--- config.mk ---
export PLATFORM = sky130hd
export DESIGN_NAME = dfr_ctrl
export DESIGN_NICKNAME = d
export VERILOG_FILES = /design/src/rtl/dfr_pkg.sv /design/src/rtl/dfr_ctrl.sv
export SDC_FILE = /design/constraint.sdc
export NUM_CORES = 1
export LEC_CHECK = 0
export BUFFER_PORTS_ARGS = -buffer_cell sky130_fd_sc_hd__clkbuf_2
export CAP_MARGIN = 0
export CORE_UTILIZATION = 45
export CTS_CLUSTER_DIAMETER = 30
export DETAILED_ROUTE_END_ITERATION = 6
export HOLD_SLACK_MARGIN = 0.12
export PLACE_DENSITY = 0.92
export SLEW_MARGIN = 0
export SYNTH_ARGS = -nofsm -noshare
export SYNTH_HDL_FRONTEND = slang
export SYNTH_SLANG_ARGS = --single-unit
--- constraint.sdc ---
create_clock -name clock -period 2.1 [get_ports clock]
set_input_delay 0.21 -clock clock [delete_from_list [all_inputs] [get_ports clock]]
set_output_delay 0.21 -clock clock [all_outputs]
set_load 0.1 [all_outputs]
--- src/rtl/dfr_pkg.sv ---
package dfr_pkg;

   localparam int MAX_STATES  = 256;
   localparam int MAX_SYMBOLS = 64;
   localparam int STATE_W     = 8;
   localparam int SYM_W       = 6;
   localparam int TBL_AW      = STATE_W + SYM_W;
   localparam int TBL_DEPTH   = MAX_STATES * MAX_SYMBOLS;
   localparam int ENTRY_W     = STATE_W + 1;
   localparam int FREQ_W      = 9;
   localparam int WGT_W       = 15;
   localparam int LIST_W      = 7;
   localparam int NUM_W       = 9;
   localparam int SCNT_W      = 9;
   localparam int MCNT_W      = 7;
   localparam int STACK_DEPTH_DEF = 16384;

   localparam int CSR_IDX_W  = 2;
   localparam int CSR_DATA_W = 9;
   localparam logic [CSR_IDX_W-1:0] CSR_STATE_COUNT   = 2'd0;
   localparam logic [CSR_IDX_W-1:0] CSR_INITIAL_STATE = 2'd1;
   localparam logic [CSR_IDX_W-1:0] CSR_SYMBOL_COUNT  = 2'd2;

   typedef enum logic [1:0] {
      OP_LOAD  = 2'd0,
      OP_RUN   = 2'd1,
      OP_READ  = 2'd2,
      OP_CLEAR = 2'd3
   } op_type;

   typedef struct packed {
      op_type               operation;
      logic [STATE_W-1:0]   src_state;
      logic [SYM_W-1:0]     symbol;
      logic [STATE_W-1:0]   dest_state;
      logic                 dest_present;
   } req_type;

   typedef struct packed {
      logic [STATE_W-1:0]   new_number;
      logic                 is_numbered;
      logic [NUM_W-1:0]     numbered_total;
      logic                 stack_overflow;
   } rsp_type;

   typedef enum logic [4:0] {
      ST_TCLR,
      ST_IDLE,
      ST_FCLR,
      ST_CNT_RD,
      ST_CNT_CHK,
      ST_CNT_WR,
      ST_PUSH0,
      ST_POP,
      ST_POPCHK,
      ST_BD_RD,
      ST_BD_CHK,
      ST_BD_ACC,
      ST_SEL_INIT,
      ST_SEL_RD,
      ST_SEL_W,
      ST_SEL_CMP,
      ST_SEL_PUSH
   } state_type;

   typedef struct packed {
      logic idle;
      logic tbl_clear;
      logic freq_clear;
      logic cnt_rd;
      logic cnt_chk;
      logic cnt_wr;
      logic push_init;
      logic pop;
      logic pop_chk;
      logic bd_rd;
      logic bd_chk;
      logic bd_acc;
      logic sel_init;
      logic sel_rd;
      logic sel_w;
      logic sel_cmp;
      logic sel_push;
   } cmd_type;

   typedef struct packed {
      logic tbl_sweep_last;
      logic freq_sweep_last;
      logic count_skip;
      logic cnt_last;
      logic sp_zero;
      logic popped_old;
      logic m_zero;
      logic sym_last;
      logic sel_done;
      logic scan_last;
   } stat_type;

endpackage

--- src/rtl/dfr_ctrl.sv ---
module dfr_ctrl
   import dfr_pkg::*;
(
   input  logic     clock,
   input  logic     reset,
   input  logic     start,
   input  op_type   operation,
   input  stat_type stat,
   output logic     busy,
   output cmd_type  cmd
);

   state_type state_ff, state_in;

   always_ff @(posedge clock) begin
      if (reset) begin
         state_ff <= ST_TCLR;
      end else begin
         state_ff <= state_in;
      end
   end

   always_comb begin
      state_in = state_ff;
      cmd      = '0;
      unique case (state_ff)
         ST_TCLR: begin
            cmd.tbl_clear = 1'b1;
            if (stat.tbl_sweep_last) state_in = ST_IDLE;
         end
         ST_IDLE: begin
            cmd.idle = 1'b1;
            if (start && operation == OP_RUN) state_in = ST_FCLR;
            else if (start && operation == OP_CLEAR) state_in = ST_TCLR;
         end
         ST_FCLR: begin
            cmd.freq_clear = 1'b1;
            if (stat.freq_sweep_last) begin
               state_in = stat.count_skip ? ST_PUSH0 : ST_CNT_RD;
            end
         end
         ST_CNT_RD: begin
            cmd.cnt_rd = 1'b1;
            state_in   = ST_CNT_CHK;
         end
         ST_CNT_CHK: begin
            cmd.cnt_chk = 1'b1;
            state_in    = ST_CNT_WR;
         end
         ST_CNT_WR: begin
            cmd.cnt_wr = 1'b1;
            state_in   = stat.cnt_last ? ST_PUSH0 : ST_CNT_RD;
         end
         ST_PUSH0: begin
            cmd.push_init = 1'b1;
            state_in      = ST_POP;
         end
         ST_POP: begin
            if (stat.sp_zero) begin
               state_in = ST_IDLE;
            end else begin
               cmd.pop  = 1'b1;
               state_in = ST_POPCHK;
            end
         end
         ST_POPCHK: begin
            cmd.pop_chk = 1'b1;
            if (stat.popped_old) state_in = ST_POP;
            else if (stat.m_zero) state_in = ST_SEL_INIT;
            else state_in = ST_BD_RD;
         end
         ST_BD_RD: begin
            cmd.bd_rd = 1'b1;
            state_in  = ST_BD_CHK;
         end
         ST_BD_CHK: begin
            cmd.bd_chk = 1'b1;
            state_in   = ST_BD_ACC;
         end
         ST_BD_ACC: begin
            cmd.bd_acc = 1'b1;
            state_in   = stat.sym_last ? ST_SEL_INIT : ST_BD_RD;
         end
         ST_SEL_INIT: begin
            if (stat.sel_done) begin
               state_in = ST_POP;
            end else begin
               cmd.sel_init = 1'b1;
               state_in     = ST_SEL_RD;
            end
         end
         ST_SEL_RD: begin
            cmd.sel_rd = 1'b1;
            state_in   = ST_SEL_W;
         end
         ST_SEL_W: begin
            cmd.sel_w = 1'b1;
            state_in  = ST_SEL_CMP;
         end
         ST_SEL_CMP: begin
            cmd.sel_cmp = 1'b1;
            state_in    = stat.scan_last ? ST_SEL_PUSH : ST_SEL_RD;
         end
         ST_SEL_PUSH: begin
            cmd.sel_push = 1'b1;
            state_in     = ST_SEL_INIT;
         end
         default: begin
            state_in = ST_IDLE;
         end
      endcase
   end

   assign busy = (state_ff != ST_IDLE);

endmodule

# Word level (Yosys, flattened, before mapping)
# Index checks and enable logic that the tools add are counted.
[totals] reg_bits=5 in_bits=15 out_inout_bits=18 wordCells=59
[classes] n_eq_ne=22 mux=32 n_reduce_logical=4
[ops] op="5-bit one-hot mux with 17 select lines" n=1
[ops] op="5-bit by 4-bit equality test with 1-bit output, second input constant" n=8
[ops] op="5-bit two-way mux" n=6
[ops] op="5-bit by 3-bit equality test with 1-bit output, second input constant" n=4
[ops] op="1-bit two-way mux" n=19
[ops] op="3-bit two-way mux" n=4
[ops] op="5-bit by 2-bit equality test with 1-bit output, second input constant" n=2
[ops] op="4-bit two-way mux" n=2
[ops] op="5-bit by 1-bit equality test with 1-bit output, second input constant" n=1
[ops] op="5-bit equality test, second input constant" n=1
[ops] op="5-bit zero test" n=1
[ops] op="5-bit by 1-bit != test with 1-bit output, second input constant" n=1
[ops] op="2-bit != test, second input constant" n=2
[ops] op="3-bit != test, second input constant" n=1
[ops] op="3-bit AND reduction" n=1
[ops] op="2-bit by 1-bit equality test with 1-bit output, second input constant" n=1
[ops] op="2-bit equality test, second input constant" n=1
[ops] op="1-bit logical AND" n=2

# Logic depth before layout (Yosys ltp)
# Gate-level depths: netlist of run 1.
[depth] word_depth=5 depth_mapped=6 ltp_nobuf=4

# Worst setup path after synthesis of run 1
# OpenSTA, ideal clock, no wires.
[synth_timing] path_kind="flip-flop to flip-flop" start="register state_ff[1]" end="register state_ff[4]" setup_time_ns=0.071 t_arrival_ns=3.243 t_required_ns=2.029 slack_ns=-1.214 path_stages_with_launch=5 n_path_buf=1 synth_period_minus_slack_ns=3.314 path_cell_list="dfxtp_1 -> clkbuf_1 -> nand2_1 -> nor3_1 -> and3b_1"
[synth_between] elab_chain_cells=3 elab_cells_between_ends=22 cone_classes="eq/ne: 19; mux: 1; reduce/logical: 2"
[synth_rtl] item="start: declaration" line="dfr_ctrl.sv:13" source="state_type state_ff, state_in;"
[synth_rtl] item="start signal: assignment" line="dfr_ctrl.sv:19" source="state_ff <= state_in;"
[synth_rtl] item="5-bit by 1-bit equality test with 1-bit output, or another cell as far along" line="dfr_ctrl.sv:26" source="unique case (state_ff)"
[synth_rtl] item="3-bit != test (no line) or 2-bit != test (tied branches)"
[synth_rtl] item="3-bit AND reduction (no line)"
# Parallel ways exist; a longest one is shown, timed or not.
# A chain may end at the register's enable or synchronous reset.

==> reports/results.tsv, run 1 <==
metric	value	unit
synth_top_family_by_area	simple AND/OR/NAND/NOR gates	
status	finished, final reports clean	
ys_seq_area_share	15.9	%
synthMuxAreaShare	0	%
wl_per_cell	14.0	um
clkTransAtPathRegs	0.05	ns
drv_cap	0	
fmax	505	MHz
grt_pass1_vias	693	
grt-ovfl-total	0	
post_cts_buffers	0	
cts_buffer_depth	2	
timing.final.crit_share	94.4	%
stdcell_count	140	
crit_slowest_cell	dfxtp_1	
io_pins	33	
finalPower	0.360	mW
globalplace.congestion	0.992	
dp.cells	136	
yosysTopAreaCell	dfxtp_1	
finalWirelength	1950	um
layout_commonest_cell	clkbuf_2	
worstPathRequired	1.89	ns
synth_warnings	0	
cp-start-kind	register	
place_area	905	um2
syn_area	629	um2
synthCells	94	
critPathMaxFanout	14	
path_class	reg -> out	
power.density	386	nW/um2
syn_to_final_growth	48.3	%
core-area	1300	um2
dp_hpwl	1500	um
hp-class	in -> reg	
ys_types	33	
final_area	933	um2
largestRegisters	state_ff x5	
first_pass_iters	4	
drive_above_1_share	47.2	%
synthTopCellsByArea	dfxtp_1 16%, nor2_1 8.9%, o21ai_0 6.4%	
slew_viol_final	0	
rows	13	
clock_latency	0.25	ns
route.detailed.drc	0	
nets	141	
grt_max_degree	16	
setup_viol	0	
synth_xor_area_share	0	%
postSynthAreaPerCell	6.70	um2
finalSetupTns	0	ns
period_needed	1.98	ns
synth_simple_gate_area_share	44.3	%
ir_worst_vdd	204	uV
synth.top_cell.area_share	15.9	%
largest_reg_flops	5	
path_delay_family	flip-flops	
tightest_slew	0.541	ns
h-tree-depth	1	
p_leak	0.389	nW
cts_tree	done	
postCtsResizedCells	0	
regMostFlops	state_ff	
path_buf_inv	1	
final_cell_mix	21 x clkbuf_2, 9 x nand2_1, 9 x nor2_2, 8 x o21ai_0, 7 x buf_4	
drtAntennaViolNets	0	
synth-compound-area-share	27.0	%
die_w	39.4	um
syn-num-nets	109	
cts_buffers	3	
fin_worst_skew	0.00668	ns
grt_usage	29.2	%
slew_headroom	64.1	%
end_kind	output pin	
port_buffers	32	
cts_root_buf	clkbuf_4	
die_h	39.4	um
vias	826	
yosys_register_bits	5	
synthAdderAreaFrac	0	%
initial_core_util	48.4	%
drt_iter0_markers	56	
worst_hold_slack	0.186	ns
slowest_delay	0.63	ns
path_cells	nand2_1 > nor3_2 > buf_4	
n_antenna_cell	0	
clkSinkCount	5	
ctsHoldBuffers	0	
rsz0062_at_grt	false	
viasPerCell	5.90	
antenna_found_initial	0	
arrival	1.77	ns
die-area	1550	um2
grt_pass1_wl	3080	um
hold_viol	0	
-- final cells by class --
class | instances | area (um2)
Timing Repair Buffer | 34 | 263
Clock buffer | 4 | 26.3
Sequential cell | 5 | 101
Multi-Input combinational cell | 76 | 498
Tap cell | 15 | 18.8
Fill cell | 112 | 368
Inverter | 6 | 26.3
-- per-layer routing --
metal / part of all wire, % / track usage [%] / vias up
li1: - / - / 393
met3: 9.1 / 3.98 / 9
met4: 2.3 / 13.8 / 0
met2: 49 / 43.3 / 55
met5: 0 / 0 / -
met1: 39 / 40.7 / 369
-- stage by stage --
stage / utilization (%) / setup WS (ns)
4_1_cts: 71.5 / 0.0108
2_1_floorplan: - / -0.247
3_5_place_dp: 69.5 / 0.285
3_3_place_gp: 69.5 / 0.362
6_report: 71.7 / 0.118
5_1_grt: 71.7 / 0.0347
-- final timing paths --
| kind | end | startpoint | slack (ns) | depth (start not counted) |
|---|---|---|---|---|
| max | cmd[1] | state_ff[0] | 0.12 | 3 |
| min | state_ff[1] | reset | 0.19 | 2 |
| max reg2reg | state_ff[2] | state_ff[0] | 0.42 | 4 |
| min reg2reg | state_ff[1] | state_ff[1] | 0.71 | 2 |
-- cell families after synthesis --
kind of cell,count (synthesis)
buffers and inverters,13
AOI/OAI and AO/OA,27
and+or+nand+nor,49
DFF,5
-- synth_stat cells --
master    instances
dfxtp_1           5
nor3_2            2
or3b_4            1
o21a_1            1
a311oi_1          1
o31a_1            1
nor3_1            6
inv_1             6
clkbuf_1          1
a32o_1            1
a21o_2            1
nor4bb_1          1
or4_1             1
clkbuf_4          1
a21oi_1           6
o211ai_1          1
clkbuf_8          1
nand2b_1          3
a31oi_1           3
nor2_1           15
nand2_1           9
nor4_4            1
o21ai_0           8
buf_2             2
or2_1             1
a211oi_1          2
and3b_1           2
o22ai_1           1
nor2b_1           5
a41oi_1           1
or2_2             1
buf_6             2
or2b_2            1
-- where the power goes --
| part | switching (mW) | total [mW] | leakage (nW) | internal, mW |
|---|---|---|---|---|
| clock network | 0.0496 | 0.122 | 0.0150 | 0.0725 |
| registers | 0.0105 | 0.108 | 0.0411 | 0.0978 |
| logic | 0.0905 | 0.130 | 0.333 | 0.0391 |
| total | 0.151 | 0.360 | 0.389 | 0.209 |
Power figures use the tool's default switching activity.
==> run 2: changes to the inputs <==
--- a/config.mk
+++ b/config.mk
@@ -7,11 +7,12 @@
 export LEC_CHECK = 0
 export BUFFER_PORTS_ARGS = -buffer_cell sky130_fd_sc_hd__clkbuf_2
 export CAP_MARGIN = 0
-export CORE_UTILIZATION = 45
+export CORE_UTILIZATION = 47
 export CTS_CLUSTER_DIAMETER = 30
 export DETAILED_ROUTE_END_ITERATION = 6
 export HOLD_SLACK_MARGIN = 0.12
-export PLACE_DENSITY = 0.92
+export PLACE_DENSITY = 0.95
+export REMOVE_ABC_BUFFERS = 1
 export SLEW_MARGIN = 0
 export SYNTH_ARGS = -nofsm -noshare
 export SYNTH_HDL_FRONTEND = slang
==> run 2 against run 1 <==
Effect of this change: clock power fell by 7%; worst setup slack got worse by 0.067 ns; via count rose by 0.73%; clock skew rose by 0.0026 ns; flip-flop and latch count unchanged; critical path depth stayed put; utilization increased by 2.8 points; power decreased by 3.8%; hold slack better by 0.016 ns; critical path type unchanged; cell count fell by 1.4%; register-to-register slack lost 0.04 ns; largest power group unchanged; routed wire length shrank 0.67%.
==> reports/results.tsv, run 2 (synthesis results as in run 1) <==
metric	value	unit
status	finished, final reports clean	
port_buffers	32	
multiInputGateArea	449	um2
postCtsResizedCells	0	
die_h	38.6	um
viasPerCell	6.03	
final_cell_mix	21 x clkbuf_2, 15 x nor2_1, 9 x nand2_1, 8 x o21ai_0	
path_cells	nand2_1 > nor3_1 > buf_4	
largest_reg_flops	5	
drive_above_1_share	34.7	%
clkSinkCount	5	
power.density	397	nW/um2
grt_usage	28.5	%
slew_viol_final	0	
final_area	873	um2
vias	832	
largestRegisters	state_ff x5	
first_pass_iters	4	
regArea	100	um2
clkTransAtPathRegs	0.05	ns
cp-startpoint	state_ff[0]	
p_leak	0.379	nW
cts_buffers	3	
timing.final.crit_share	97.5	%
worstPathRequired	1.89	ns
layout_commonest_cell	clkbuf_2	
die-area	1490	um2
finalPower	0.346	mW
globalplace.congestion	1.06	
clock_latency	0.25	ns
die_w	38.6	um
cp-start-kind	register	
setup_viol	0	
place_area	845	um2
regMostFlops	state_ff	
hp-class	in -> reg	
syn_to_final_growth	38.8	%
grt-ovfl-total	0	
rows	12	
drt_iter0_markers	43	
initial_core_util	53.7	%
ctsHoldBuffers	0	
grt_pass1_wl	2890	um
dp.cells	134	
io_pins	33	
dp_hpwl	1540	um
end_kind	output pin	
stdcell_count	138	
hp-start	reset	
n_antenna_cell	0	
cts_root_buf	clkbuf_4	
cts_tree	done	
grt_pass1_vias	734	
post_cts_buffers	0	
antenna_found_initial	0	
hold_viol	0	
drtAntennaViolNets	0	
rsz0062_at_grt	false	
fmax	488	MHz
fin_worst_skew	0.00927	ns
route.detailed.drc	0	
h-tree-depth	1	
nets	140	
tightest_slew	0.541	ns
grt_max_degree	16	
critPathMaxFanout	14	
arrival	1.84	ns
finalWirelength	1940	um
path_class	reg -> out	
slowest_delay	0.63	ns
r2r_start	state_ff[1]	
core-area	1170	um2
ir_worst_vdd	351	uV
crit_slowest_cell	dfxtp_1	
slew_headroom	64.1	%
period_needed	2.05	ns
fill_cells	87	
cts_buffer_depth	2	
worst_hold_slack	0.202	ns
drv_cap	0	
wl_per_cell	14.1	um
[run 2: cell types whose count changed in the layout (fill, tap and decap cells not counted), moves of 3 or more]
cell,change
nor2_1,+9
nor2_2,-9
nor3_1,+4
nor3_2,-3
[run 2: metrics by stage]
stage	utilization, %	setup WS (ns)	TNS [ns]
after detailed placement	72.1	0.344	0
after CTS	74.4	0.0706	0
after global routing	74.6	0.00570	0
after global placement	72.1	0.378	0
after floorplan	-	-1.14	-9.12
final	74.6	0.0517	0
[run 2: layer usage]
layer	up-vias	GRT usage (%)	wire [um]
met2	74	47.9	937
met5	-	0	0
met1	361	30.5	716
li1	389	-	-
met3	8	11.0	228
met4	0	14.7	59
[run 2: critical path: cells and delay by family (launching register included)]
kind          cells  cell delay (ns)
simple gates      2             0.61
buf+inv           1             0.36
flops             1             0.63
[run 2: final cells by class]
type	count	area share (%)
multi-input combinational	76	51.4
inverter	6	2.58
sequential	5	11.5
tap	14	2.01
timing repair buffer	33	29.5
clock buffer	4	3.01
[run 2: path summary, 6_finish.rpt]
path / to / slack [ns] / depth (start not counted)
min: state_ff[1] / 0.20 / 2
max reg2reg: state_ff[0] / 0.38 / 4
max: cmd[1] / 0.05 / 3
min reg2reg: state_ff[1] / 0.78 / 3
[run 2: report_power, final]
| part | switching, mW | internal, mW | total [mW] |
|---|---|---|---|
| registers | 0.0104 | 0.0979 | 0.108 |
| logic | 0.0864 | 0.0380 | 0.124 |
| clock network | 0.0417 | 0.0720 | 0.114 |
